<file path="src/design/sodrf_pkg.sv">
// Shared types, widths and constants of the send-on-delta report filter.
`timescale 1ns / 1ps
`default_nettype none

package sodrf_pkg;

    // Field widths
    localparam int SAMPLE_W   = 12;
    localparam int TEMP_W     = 15;
    localparam int TTHR_W     = 14;
    localparam int PCT_W      = 7;
    localparam int CNT_W      = 8;
    localparam int CFG_IDX_W  = 3;
    localparam int CFG_DATA_W = 14;

    // Divider sizing: the quotient never exceeds 100, so seven quotient bits
    localparam int DIV_STEPS = PCT_W;
    localparam int STEP_W    = $clog2(DIV_STEPS);
    localparam int DIVD_W    = SAMPLE_W + PCT_W;

    localparam logic [PCT_W-1:0] PCT_FULL = PCT_W'(100);
    localparam logic [CNT_W-1:0] CNT_MAX  = CNT_W'(255);

    // Register reset values
    localparam logic [SAMPLE_W-1:0] AIR_RST    = SAMPLE_W'(3500);
    localparam logic [SAMPLE_W-1:0] WATER_RST  = SAMPLE_W'(1500);
    localparam logic [TTHR_W-1:0]   TTHR_RST   = TTHR_W'(200);
    localparam logic [PCT_W-1:0]    MTHR_RST   = PCT_W'(10);
    localparam logic [CNT_W-1:0]    PERIOD_RST = CNT_W'(5);

    // Register indexes on the write port
    typedef enum logic [CFG_IDX_W-1:0] {
        CFG_AIR_LEVEL          = 3'd0,
        CFG_WATER_LEVEL        = 3'd1,
        CFG_TEMP_THRESHOLD     = 3'd2,
        CFG_MOISTURE_THRESHOLD = 3'd3,
        CFG_REPORT_PERIOD      = 3'd4
    } t_cfg_idx;

    // Report cause codes
    typedef enum logic [1:0] {
        CAUSE_NONE   = 2'd0,
        CAUSE_PERIOD = 2'd1,
        CAUSE_TEMP   = 2'd2,
        CAUSE_MOIST  = 2'd3
    } t_cause;

    typedef enum logic [1:0] {
        ST_IDLE,
        ST_PREP,
        ST_DIV,
        ST_DECIDE
    } t_state;

    typedef struct packed {
        logic [SAMPLE_W-1:0] air_level;
        logic [SAMPLE_W-1:0] water_level;
        logic [TTHR_W-1:0]   temp_threshold;
        logic [PCT_W-1:0]    moisture_threshold;
        logic [CNT_W-1:0]    report_period;
    } t_cfg;

    // Controller to datapath
    typedef struct packed {
        logic load_in;
        logic prep;
        logic div_step;
        logic commit;
    } t_cmd;

    // Datapath to controller
    typedef struct packed {
        logic skip;
        logic out_free;
    } t_status;

endpackage

`default_nettype wire

</file>
<file path="src/design/send_on_delta_report_filter.sv">
// An input beat is captured in the idle state and goes through a prepare step; unless the
// percentage is clamped (0, 100 or bad calibration), it then goes through the 7-step divider.
// A new beat is taken only when idle, so an event is accepted only after the last one is committed;
// a waiting output beat holds the controller in its decision step and blocks input.
// Reset (synchronous, active low) restores register defaults, clears the wake counter,
// the last reported temperature and moisture and the output valid, and holds tready low.
`timescale 1ns / 1ps
`default_nettype none

module send_on_delta_report_filter (
    input  wire                                  i_clk,
    input  wire                                  i_rst_n,
    // input stream
    input  wire                                  i_s_axis_tvalid,
    output logic                                 o_s_axis_tready,
    input  wire  [31:0]                          i_s_axis_tdata,  // [14:0] temperature_centi,
                                                                  // [26:15] moisture_sample
    // output stream
    output logic                                 o_m_axis_tvalid,
    input  wire                                  i_m_axis_tready,
    output logic [7:0]                           o_m_axis_tdata,  // [6:0] moisture_percent
    output logic [2:0]                           o_m_axis_tuser,  // [0] transmit,
                                                                  // [2:1] trigger_cause
    // configuration
    input  wire                                  i_cfg_we,
    input  wire  [sodrf_pkg::CFG_IDX_W-1:0]      i_cfg_idx,
    input  wire  [sodrf_pkg::CFG_DATA_W-1:0]     i_cfg_data
);

    localparam int TW = sodrf_pkg::TEMP_W;
    localparam int SW = sodrf_pkg::SAMPLE_W;
    localparam int PW = sodrf_pkg::PCT_W;

    sodrf_pkg::t_cfg    cfg;
    sodrf_pkg::t_cmd    cmd;
    sodrf_pkg::t_status status;
    logic               out_transmit;
    logic [1:0]         out_cause;
    logic [PW-1:0]      out_pct;

    sodrf_cfg u_cfg (
        .i_clk      (i_clk),
        .i_rst_n    (i_rst_n),
        .i_cfg_we   (i_cfg_we),
        .i_cfg_idx  (i_cfg_idx),
        .i_cfg_data (i_cfg_data),
        .o_cfg      (cfg)
    );

    sodrf_ctrl u_ctrl (
        .i_clk      (i_clk),
        .i_rst_n    (i_rst_n),
        .i_in_valid (i_s_axis_tvalid),
        .o_in_ready (o_s_axis_tready),
        .i_status   (status),
        .o_cmd      (cmd)
    );

    sodrf_dpath u_dpath (
        .i_clk      (i_clk),
        .i_rst_n    (i_rst_n),
        .i_cfg      (cfg),
        .i_cmd      (cmd),
        .o_status   (status),
        .i_temp     (i_s_axis_tdata[TW-1:0]),
        .i_sample   (i_s_axis_tdata[TW+SW-1:TW]),
        .o_valid    (o_m_axis_tvalid),
        .i_ready    (i_m_axis_tready),
        .o_transmit (out_transmit),
        .o_cause    (out_cause),
        .o_pct      (out_pct)
    );

    // Pack the result beat
    assign o_m_axis_tdata = {1'b0, out_pct};
    assign o_m_axis_tuser = {out_cause, out_transmit};

endmodule

`default_nettype wire

</file>
<file path="src/design/sodrf_cfg.sv">
// Configuration register file of the report filter.
`timescale 1ns / 1ps
`default_nettype none

module sodrf_cfg (
    input  wire                                  i_clk,
    input  wire                                  i_rst_n,
    input  wire                                  i_cfg_we,
    input  wire  [sodrf_pkg::CFG_IDX_W-1:0]      i_cfg_idx,
    input  wire  [sodrf_pkg::CFG_DATA_W-1:0]     i_cfg_data,
    output sodrf_pkg::t_cfg                      o_cfg
);

    sodrf_pkg::t_cfg r_cfg;

    // Write the addressed register; unknown indexes are dropped
    always_ff @(posedge i_clk) begin
        if (!i_rst_n) begin
            r_cfg.air_level          <= sodrf_pkg::AIR_RST;
            r_cfg.water_level        <= sodrf_pkg::WATER_RST;
            r_cfg.temp_threshold     <= sodrf_pkg::TTHR_RST;
            r_cfg.moisture_threshold <= sodrf_pkg::MTHR_RST;
            r_cfg.report_period      <= sodrf_pkg::PERIOD_RST;
        end else if (i_cfg_we) begin
            unique case (sodrf_pkg::t_cfg_idx'(i_cfg_idx))
                sodrf_pkg::CFG_AIR_LEVEL:
                    r_cfg.air_level <= i_cfg_data[sodrf_pkg::SAMPLE_W-1:0];
                sodrf_pkg::CFG_WATER_LEVEL:
                    r_cfg.water_level <= i_cfg_data[sodrf_pkg::SAMPLE_W-1:0];
                sodrf_pkg::CFG_TEMP_THRESHOLD:
                    r_cfg.temp_threshold <= i_cfg_data[sodrf_pkg::TTHR_W-1:0];
                sodrf_pkg::CFG_MOISTURE_THRESHOLD:
                    r_cfg.moisture_threshold <= i_cfg_data[sodrf_pkg::PCT_W-1:0];
                sodrf_pkg::CFG_REPORT_PERIOD:
                    r_cfg.report_period <= i_cfg_data[sodrf_pkg::CNT_W-1:0];
                default: begin
                end
            endcase
        end
    end

    assign o_cfg = r_cfg;

endmodule

`default_nettype wire

</file>
<file path="src/design/sodrf_ctrl.sv">
// Sequencing state machine of the report filter.
`timescale 1ns / 1ps
`default_nettype none

module sodrf_ctrl (
    input  wire                    i_clk,
    input  wire                    i_rst_n,
    input  wire                    i_in_valid,
    output logic                   o_in_ready,
    input  sodrf_pkg::t_status     i_status,
    output sodrf_pkg::t_cmd        o_cmd
);

    sodrf_pkg::t_state               r_state, n_state;
    logic [sodrf_pkg::STEP_W-1:0]    r_step, n_step;

    // State and step counter
    always_ff @(posedge i_clk) begin
        if (!i_rst_n) begin
            r_state <= sodrf_pkg::ST_IDLE;
            r_step  <= '0;
        end else begin
            r_state <= n_state;
            r_step  <= n_step;
        end
    end

    // Next state and commands
    always_comb begin
        n_state    = r_state;
        n_step     = r_step;
        o_in_ready = 1'b0;
        o_cmd      = '0;
        unique case (r_state)
            sodrf_pkg::ST_IDLE: begin
                // take no beat while reset is held
                o_in_ready = i_rst_n;
                if (i_in_valid && i_rst_n) begin
                    o_cmd.load_in = 1'b1;
                    n_state       = sodrf_pkg::ST_PREP;
                end
            end
            sodrf_pkg::ST_PREP: begin
                o_cmd.prep = 1'b1;
                n_step     = '0;
                n_state    = i_status.skip ? sodrf_pkg::ST_DECIDE : sodrf_pkg::ST_DIV;
            end
            sodrf_pkg::ST_DIV: begin
                o_cmd.div_step = 1'b1;
                n_step         = r_step + 1'b1;
                if (r_step == sodrf_pkg::STEP_W'(sodrf_pkg::DIV_STEPS - 1)) begin
                    n_state = sodrf_pkg::ST_DECIDE;
                end
            end
            sodrf_pkg::ST_DECIDE: begin
                // hold until the output register can take the beat
                if (i_status.out_free) begin
                    o_cmd.commit = 1'b1;
                    n_state      = sodrf_pkg::ST_IDLE;
                end
            end
            default: begin
                n_state = sodrf_pkg::ST_IDLE;
            end
        endcase
    end

endmodule

`default_nettype wire

</file>
<file path="src/design/sodrf_dpath.sv">
// Datapath of the report filter: percentage divider, report decision, output register.
`timescale 1ns / 1ps
`default_nettype none

module sodrf_dpath (
    input  wire                                  i_clk,
    input  wire                                  i_rst_n,
    input  sodrf_pkg::t_cfg                      i_cfg,
    input  sodrf_pkg::t_cmd                      i_cmd,
    output sodrf_pkg::t_status                   o_status,
    input  wire  signed [sodrf_pkg::TEMP_W-1:0]  i_temp,
    input  wire  [sodrf_pkg::SAMPLE_W-1:0]       i_sample,
    output logic                                 o_valid,
    input  wire                                  i_ready,
    output logic                                 o_transmit,
    output logic [1:0]                           o_cause,
    output logic [sodrf_pkg::PCT_W-1:0]          o_pct
);

    localparam int TW = sodrf_pkg::TEMP_W;
    localparam int SW = sodrf_pkg::SAMPLE_W;
    localparam int PW = sodrf_pkg::PCT_W;
    localparam int DW = sodrf_pkg::DIVD_W;
    localparam int CW = sodrf_pkg::CNT_W;

    // Captured event
    logic signed [TW-1:0] r_temp;
    logic [SW-1:0]        r_sample;

    // Divider
    logic [DW-1:0] r_dvd, r_dvs;
    logic [PW-1:0] r_q;

    // Report state
    logic [CW-1:0]        r_cnt;
    logic signed [TW-1:0] r_last_temp;
    logic [PW-1:0]        r_last_pct;

    // Output register
    logic          r_o_valid;
    logic          r_o_transmit;
    logic [1:0]    r_o_cause;
    logic [PW-1:0] r_o_pct;

    logic          cal_bad, above_air, below_wet;
    logic [PW-1:0] skip_pct;
    logic [SW-1:0] span, depth;
    logic [DW:0]   trial;

    logic [CW-1:0]        cnt_inc;
    logic signed [TW:0]   dt;
    logic [TW-1:0]        adt;
    logic [PW-1:0]        dm;
    sodrf_pkg::t_cause    cause;

    // Classify the sample against the calibration points
    always_comb begin
        cal_bad   = i_cfg.air_level <= i_cfg.water_level;
        above_air = r_sample > i_cfg.air_level;
        below_wet = r_sample < i_cfg.water_level;
        span      = i_cfg.air_level - i_cfg.water_level;
        depth     = i_cfg.air_level - r_sample;
        if (cal_bad || above_air) begin
            skip_pct = '0;
        end else begin
            skip_pct = sodrf_pkg::PCT_FULL;
        end
        trial = {1'b0, r_dvd} - {1'b0, r_dvs};
    end

    assign o_status.skip     = cal_bad || above_air || below_wet;
    assign o_status.out_free = !r_o_valid || i_ready;

    // Capture the event
    always_ff @(posedge i_clk) begin
        if (i_cmd.load_in) begin
            r_temp   <= i_temp;
            r_sample <= i_sample;
        end
    end

    // Restoring divide, one quotient bit a cycle, most significant first
    always_ff @(posedge i_clk) begin
        if (i_cmd.prep) begin
            r_dvd <= DW'(depth) * DW'(sodrf_pkg::PCT_FULL);
            r_dvs <= DW'(span) << (PW - 1);
            r_q   <= o_status.skip ? skip_pct : '0;
        end else if (i_cmd.div_step) begin
            if (!trial[DW]) begin
                r_dvd <= trial[DW-1:0];
            end
            r_q   <= {r_q[PW-2:0], !trial[DW]};
            r_dvs <= r_dvs >> 1;
        end
    end

    // Decide on a report, priority period, temperature, moisture
    always_comb begin
        cnt_inc = (r_cnt == sodrf_pkg::CNT_MAX) ? r_cnt : r_cnt + 1'b1;
        dt      = {r_temp[TW-1], r_temp} - {r_last_temp[TW-1], r_last_temp};
        adt     = dt[TW] ? TW'(-dt) : dt[TW-1:0];
        dm      = (r_q > r_last_pct) ? r_q - r_last_pct : r_last_pct - r_q;
        if (cnt_inc >= i_cfg.report_period) begin
            cause = sodrf_pkg::CAUSE_PERIOD;
        end else if (adt >= TW'(i_cfg.temp_threshold)) begin
            cause = sodrf_pkg::CAUSE_TEMP;
        end else if (dm >= i_cfg.moisture_threshold) begin
            cause = sodrf_pkg::CAUSE_MOIST;
        end else begin
            cause = sodrf_pkg::CAUSE_NONE;
        end
    end

    // Advance the counter; on a report clear it and remember the values
    always_ff @(posedge i_clk) begin
        if (!i_rst_n) begin
            r_cnt       <= '0;
            r_last_temp <= '0;
            r_last_pct  <= '0;
        end else if (i_cmd.commit) begin
            if (cause != sodrf_pkg::CAUSE_NONE) begin
                r_cnt       <= '0;
                r_last_temp <= r_temp;
                r_last_pct  <= r_q;
            end else begin
                r_cnt <= cnt_inc;
            end
        end
    end

    // Output beat register
    always_ff @(posedge i_clk) begin
        if (!i_rst_n) begin
            r_o_valid <= 1'b0;
        end else if (i_cmd.commit) begin
            r_o_valid <= 1'b1;
        end else if (i_ready) begin
            r_o_valid <= 1'b0;
        end
    end

    always_ff @(posedge i_clk) begin
        if (i_cmd.commit) begin
            r_o_transmit <= cause != sodrf_pkg::CAUSE_NONE;
            r_o_cause    <= cause;
            r_o_pct      <= r_q;
        end
    end

    assign o_valid    = r_o_valid;
    assign o_transmit = r_o_transmit;
    assign o_cause    = r_o_cause;
    assign o_pct      = r_o_pct;

endmodule

`default_nettype wire

</file>
<file path="config.mk">
export PLATFORM = sky130hd
export DESIGN_NAME = send_on_delta_report_filter
export DESIGN_NICKNAME = d
export VERILOG_FILES = /design/src/design/sodrf_pkg.sv /design/src/design/send_on_delta_report_filter.sv /design/src/design/sodrf_cfg.sv /design/src/design/sodrf_ctrl.sv /design/src/design/sodrf_dpath.sv
export SDC_FILE = /design/constraint.sdc
export NUM_CORES = 1
export LEC_CHECK = 0
export ABC_CLOCK_PERIOD_IN_PS = 5770
export BUFFER_PORTS_ARGS = -buffer_cell sky130_fd_sc_hd__buf_2
export CAP_MARGIN = 20
export CORE_MARGIN = 10
export CORE_UTILIZATION = 30
export DETAILED_ROUTE_END_ITERATION = 7
export PLACE_DENSITY = 0.49
export SLEW_MARGIN = 20
export SYNTH_ARGS = -nofsm -noshare
export SYNTH_HDL_FRONTEND = slang
export SYNTH_SLANG_ARGS = --single-unit
</file>
<file path="constraint.sdc">
create_clock -name i_clk -period 5.77 [get_ports i_clk]
set_input_delay 0.577 -clock i_clk [delete_from_list [all_inputs] [get_ports i_clk]]
set_output_delay 0.577 -clock i_clk [all_outputs]
set_load 0.02 [all_outputs]
</file>
==> results.py, run 1 <==
metrics = {
    "layout": {
        "n_antenna_cell": 0,
        "final_cell_mix": "nand2_1 (208), inv_1 (164), ha_1 (158)",
        "nFillCells": 4164,
        "area_growth_pct": 12.1,
        "layout_commonest_cell": "nand2_1",
        "drive_above_1_share_pct": 8.37,
        "nets": 1645,
        "final_cell_area_sq_um": 13600,
    },
    "clock_tree": {
        "hold_buffers": 0,
        "insertion_delay_ps": 460,
        "post_cts_buffers": 0,
        "cts_resized": 0,
        "cts_tree": "yes",
        "cts_buffers": 17,
        "clock_sinks": 170,
        "clock-root-buffer": "clkbuf_16",
        "clk_transition_reported_paths_ps": 70,
        "h-tree-depth": 4,
        "cts_buffer_depth": 2,
    },
    "drt": {
        "dr.first_iter.drc_count": 322,
        "vias": 9322,
        "routed_wl_mm": 29.5,
        "avgViaCountPerCell": 4.76,
        "drcViolationCount": 0,
        "routedWlPerCell_um": 15.1,
        "drtAntennaViolNets": 0,
        "dr.pass1.iters": 5,
    },
    "sta": {
        "setup_violations": 0,
        "fmax_mhz": 191,
        "skew_ps": 11.6,
        "finalCritPeriodShare_pct": 90.5,
        "tns_ps": 0,
        "hold_viol_final": 0,
        "tightestPinTransition_ps": 825,
        "maxSlewViolCount": 0,
        "fin_crit_ps": 5220,
        "relSlewSlack_pct": 45.0,
        "rsz0062_at_grt": "false",
    },
    "yosys": {
        "synth_top_family_by_area": "adder cells",
        "synthArstFlopShare_pct": 0,
        "synth-xor-area-share_pct": 4.98,
        "synth_nets": 1597,
        "ys_types": 71,
        "synth_compound_area_share_pct": 17.3,
        "synth.area.mux_share_pct": 3.09,
        "synth_edf_count": 73,
        "synth_top_area_share_pct": 18.1,
        "yosysWarnings": 0,
        "synthTopCellsByArea": "edfxtp_1 (18%), ha_1 (16%), dfxtp_1 (16%), nand2_1 (6.4%), inv_1 (5.1%)",
        "synth_seq_cells": 170,
        "synth_area_sq_um": 12100,
        "synth_cells": 1372,
        "synthSimpleGateAreaFrac_pct": 15.5,
        "synth.largest_area_cell": "edfxtp_1",
        "avgSynthCellArea_sq_um": 8.84,
        "ys.flop_type": "dfxtp_1",
        "synth-seq-area-share_pct": 34.1,
        "synth_fa_ha_area_share_pct": 18.4,
    },
    "power_and_ir_drop": {
        "p_int_mw": 3.78,
        "seqPwrFrac_pct": 26.0,
        "p_sw_share_pct": 42.6,
        "p_sw_mw": 2.80,
        "leakagePower_nw": 5.56,
        "p_comb_share_pct": 56.5,
        "p_per_area_nw_per_um2": 485,
        "p_clk_share_pct": 17.5,
        "ir_drop_mv": 0.237,
    },
    "die": {
        "fp.dieW_um": 221,
        "design.die.area_sq_um": 48900,
        "ios": 67,
        "fp.dieH_um": 221,
        "fp-row-count": 73,
        "initial_core_util_pct": 30.5,
        "core_sq_um": 39800,
    },
    "global_routing": {
        "track_usage_pct": 12.1,
        "grt-ovfl-total": 0,
        "grt_pass1_vias": 9405,
        "grt_max_degree": 78,
        "antenna_found_initial": 1,
        "grt_pass1_wl_mm": 48.4,
    },
    "placed_design": {
        "gp_congestion": 0.798,
        "io_buffers": 60,
        "dp_hpwl_mm": 23.0,
        "post_dp_cell_area_sq_um": 13000,
    },
    "critical_path": {
        "crit_required_ps": 5980,
        "end_kind": "flip-flop",
        "worstSetupStartpointType": "flip-flop",
        "crit_fanout": 3,
        "worstPathArrival_ps": 5440,
        "path_class": "flip-flop to flip-flop",
    },
    "status": {
        "status": "completed",
    },
    "hold_path": {
        "hold_path_class": "input port to flip-flop",
    },
    "run": {
        "drv_cap": 0,
    },
}
## synth_stat cells (all sizes together), types with 18 or more instances
cell type  instances
xor2              22
nor2              55
nand2b            18
edfxtp            73
mux2i             33
nor2b             26
inv              164
nand2            208
o21ai             65
nor3              18
clkbuf            33
a21boi            51
ha               158
o21a              23
dfxtp             97
nand3             26
a21oi             48
xnor2             47
## power by group through the flow
stage	sequential (mW)	clock, mW	combinational, mW
after floorplan	1.70	0	2.88
after global placement	1.74	0	3.70
after detailed placement	1.74	0	3.72
after CTS	1.71	1.20	3.77
after global routing	1.74	1.24	4.26
final	1.71	1.16	3.72
## stage by stage
step	hold WS, ps	power (mW)	utilization, %	instances	setup WS [ps]
2_1_floorplan	435	4.58	-	1372	1060
3_3_place_gp	443	5.44	32.7	1926	548
3_5_place_dp	451	5.46	32.7	1926	550
4_1_cts	267	6.68	34.1	1958	542
5_1_grt	273	7.23	34.1	1958	44.0
6_report	292	6.59	34.1	1958	546
## state kept, by name (all words and copies together), names as in the netlist
signal,count
u_cfg.o_cfg,53
u_ctrl.r_state,2
u_ctrl.r_step,3
u_dpath.o_cause,2
u_dpath.o_pct,7
u_dpath.o_transmit,1
u_dpath.o_valid,1
u_dpath.r_cnt,8
u_dpath.r_dvd,19
u_dpath.r_dvs,18
u_dpath.r_last_pct,7
u_dpath.r_last_temp,15
u_dpath.r_q,7
u_dpath.r_sample,12
u_dpath.r_temp,15
## cell type report
| class | instances | area, sq um | share of cell area, % |
|---|---|---|---|
| multi-input combinational | 997 | 7220 | 53.1 |
| sequential | 170 | 4130 | 30.4 |
| tap | 525 | 657 | 4.83 |
| inverter | 165 | 619 | 4.56 |
| clock buffer | 20 | 489 | 3.60 |
| timing repair buffer | 69 | 383 | 2.82 |
| clock inverter | 12 | 97.6 | 0.718 |
## critical path, cell delays in order, from the launching register on
cell and delay, ps:
dfxtp_1 310, inv_1 80, ha_1 170, inv_1 60, fa_1 390, nand2_1 90
nand2_1 60, a21oi_1 230, o21bai_1 100, a21oi_1 220, o21bai_1 100, a21oi_1 340
xnor2_1 250, inv_1 120, fa_1 540, inv_1 40, ha_1 330, inv_1 60
o21bai_1 70, a21oi_1 230, nor2b_1 80, o21a_1 180, o31a_1 260, o41ai_1 300
xnor2_1 120, a22o_1 230
## logic make-up (layout without fill, tap and decap cells)
kind of cell	count (synthesis)	count (layout)
flip-flops	170	170
buffers and inverters	205	266
AO/OA/AOI/OAI	310	310
multiplexers	37	37
XOR/XNOR	69	69
AND/OR/NAND/NOR	409	409
adder cells (fa/ha/maj)	171	171
other	1	1
## metal layers
layer  routed length (um)  global-route usage [%]  vias to the layer above
met1                14000                    14.5                     4336
met2                14400                    21.5                       90
li1                     -                       -                     4871
met4                  338                    3.19                        2
met5                   13                       0                        -
met3                  760                    2.23                       23
## path summary, 6_finish.rpt
path	startpoint	to	slack, ps	cells after the start
worst max-delay path	u_cfg.o_cfg[41]	u_dpath.r_dvd[18]	550	25
worst min-delay path	i_s_axis_tdata[1]	u_dpath.r_temp[1]	290	1
worst max register to register	u_cfg.o_cfg[41]	u_dpath.r_dvd[18]	550	25
worst min register to register	u_dpath.r_last_temp[13]	u_dpath.r_last_temp[13]	460	2
Power figures use the tool's default switching activity.
==> run 2: changes to the inputs <==
--- a/config.mk
+++ b/config.mk
@@ -9,9 +9,9 @@
 export BUFFER_PORTS_ARGS = -buffer_cell sky130_fd_sc_hd__buf_2
 export CAP_MARGIN = 20
 export CORE_MARGIN = 10
-export CORE_UTILIZATION = 30
+export CORE_UTILIZATION = 55
 export DETAILED_ROUTE_END_ITERATION = 7
-export PLACE_DENSITY = 0.49
+export PLACE_DENSITY = 0.77
 export SLEW_MARGIN = 20
 export SYNTH_ARGS = -nofsm -noshare
 export SYNTH_HDL_FRONTEND = slang
==> run 2 against run 1 <==
  * Critical path type unchanged
  * Utilization rose by 27 points
  * First-iteration DRC count is 72% higher
  * Worst hold slack gained 16 ps
  * Largest cell class unchanged
  * Clock-buffer cell count shrank 1
  * Clock skew shrank 0.56 ps
  * Critical endpoint unchanged
  * Sequential share of layout area grew 0.76 points
==> results.py, run 2 (synthesized netlist as in run 1, its figures left out) <==
metrics = {
    "power_and_ir_drop": {
        "leakagePower_nw": 5.57,
        "p_per_area_nw_per_um2": 489,
        "ir_drop_mv": 0.281,
    },
    "sta": {
        "skew_ps": 11.0,
        "tns_ps": 0,
        "relSlewSlack_pct": 42.0,
        "setup_violations": 0,
        "fmax_mhz": 191,
        "rsz0062_at_grt": "false",
        "finalWorstSetupSlack_ps": 547,
        "fin_crit_ps": 5220,
        "finalCritPeriodShare_pct": 90.5,
        "hold_viol_final": 0,
        "maxSlewViolCount": 0,
        "tightestPinTransition_ps": 870,
    },
    "hold_path": {
        "hold_path_class": "input port to flip-flop",
    },
    "critical_path": {
        "worstPathArrival_ps": 5420,
        "crit_fanout": 3,
        "crit_required_ps": 5960,
        "slowest_delay_ps": 530,
        "worstSetupStartpointType": "flip-flop",
        "path_class": "flip-flop to flip-flop",
        "cp_slowest_cell": "fa_1",
        "cp_common_cell": "ha_1",
        "end_kind": "flip-flop",
        "cp_cell_sequence": "inv_1 -> ha_1 -> nor2b_1 -> o21ai_0 -> a21boi_0 -> nor2_1 -> ha_1 -> ha_1 -> inv_1 -> fa_1 -> inv_1 -> ha_1 -> a21o_1 -> a21oi_1 -> o21bai_1 -> a21oi_1 -> nor2b_1 -> o21a_1 -> o31a_1 -> o41ai_1 -> xnor2_1 -> a22o_1",
    },
    "drt": {
        "top_layer_used": "met4",
        "dr.pass1.iters": 6,
        "drcViolationCount": 0,
        "route.met3.wl_mm": 1.24,
        "vias": 9564,
        "routed_wl_mm": 26.4,
        "drt-met1-wl_mm": 12.3,
        "met2RoutedLength_mm": 12.3,
        "avgViaCountPerCell": 5.58,
        "dr.first_iter.drc_count": 554,
        "routedWlPerCell_um": 15.4,
        "drtAntennaViolNets": 0,
    },
    "status": {
        "status": "completed",
    },
    "global_routing": {
        "antenna_found_initial": 0,
        "track_usage_pct": 18.4,
        "grt_max_degree": 93,
        "grt-ovfl-total": 0,
        "grt_pass1_vias": 9239,
        "grt_pass1_wl_mm": 44.1,
    },
    "layout": {
        "nFillCells": 1841,
        "nets": 1646,
        "largest_register_ffs": 53,
        "area_growth_pct": 9.32,
        "drive_above_1_share_pct": 8.23,
        "final_cell_mix": "nand2_1 (208), inv_1 (164), ha_1 (158)",
        "layout_commonest_cell": "nand2_1",
        "n_antenna_cell": 0,
    },
    "die": {
        "fp.dieW_um": 169,
        "initial_core_util_pct": 55.8,
        "core_sq_um": 21800,
        "fp.dieH_um": 169,
        "design.die.area_sq_um": 28400,
        "fp-row-count": 54,
        "ios": 67,
    },
    "clock_tree": {
        "cts_buffers": 17,
        "cts_resized": 0,
        "clock-root-buffer": "clkbuf_16",
        "hold_buffers": 0,
        "cts_buffer_depth": 2,
        "insertion_delay_ps": 440,
        "cts_tree": "yes",
        "clock_sinks": 170,
        "clk_transition_reported_paths_ps": 70,
        "post_cts_buffers": 0,
        "h-tree-depth": 4,
    },
    "placed_design": {
        "io_buffers": 60,
        "gp_congestion": 0.890,
        "dp_hpwl_mm": 20.0,
        "pre_cts_ws_ps": 589,
    },
    "run": {
        "drv_cap": 0,
    },
}
## run 2: cell type report
class / instances / area [sq um] / share of cell area [%]
clock buffer: 19 / 454 / 3.42
clock inverter: 13 / 106 / 0.802
inverter: 165 / 619 / 4.67
multi-input combinational: 997 / 7210 / 54.4
sequential: 170 / 4130 / 31.2
tap: 280 / 350 / 2.64
timing repair buffer: 70 / 388 / 2.92
## run 2: worst max-delay path: cells and delay by family (launching register included)
kind                       cells  cell delay, ps
adders and majority gates      5            1650
AOI/OAI and AO/OA             10            2120
xor gates and xnor gates       1             110
and+or+nand+nor                3             490
buffers and inverters          3             210
DFF                            1             410
## run 2: report_power, final
group	total [mW]	internal [mW]	switching, mW	leakage [nW]
registers	1.72	1.59	0.130	1.47
logic	3.66	1.56	2.10	3.81
clock network	1.12	0.588	0.529	0.283
total	6.49	3.73	2.76	5.57
## run 2: final timing paths
kind                           startpoint                 endpoint  slack, ps  depth (start not counted)
setup reg to reg      u_dpath.r_sample[1]        u_dpath.r_dvd[18]        550                         22
hold / removal         i_s_axis_tdata[11]       u_dpath.r_temp[11]        310                          1
hold reg to reg   u_dpath.r_last_temp[13]  u_dpath.r_last_temp[13]        460                          2
setup / recovery      u_dpath.r_sample[1]        u_dpath.r_dvd[18]        550                         22
## run 2: per-layer routing
metal  up-vias  global-route usage, %
met3        30                   3.61
met2       224                   29.8
met4         0                   6.02
li1       4861                      -
met5         -                      0
met1      4449                   24.2
## run 2: through the flow
stage | instances | total power [mW] | hold slack [ps] | instance area, sq um | utilization [%]
2_1_floorplan | 1372 | 4.58 | 435 | 12100 | -
3_3_place_gp | 1681 | 5.24 | 442 | 12700 | 58.4
3_5_place_dp | 1682 | 5.36 | 450 | 12700 | 58.4
4_1_cts | 1714 | 6.51 | 292 | 13300 | 61.0
5_1_grt | 1714 | 7.06 | 288 | 13300 | 61.0
6_report | 1714 | 6.49 | 308 | 13300 | 61.0
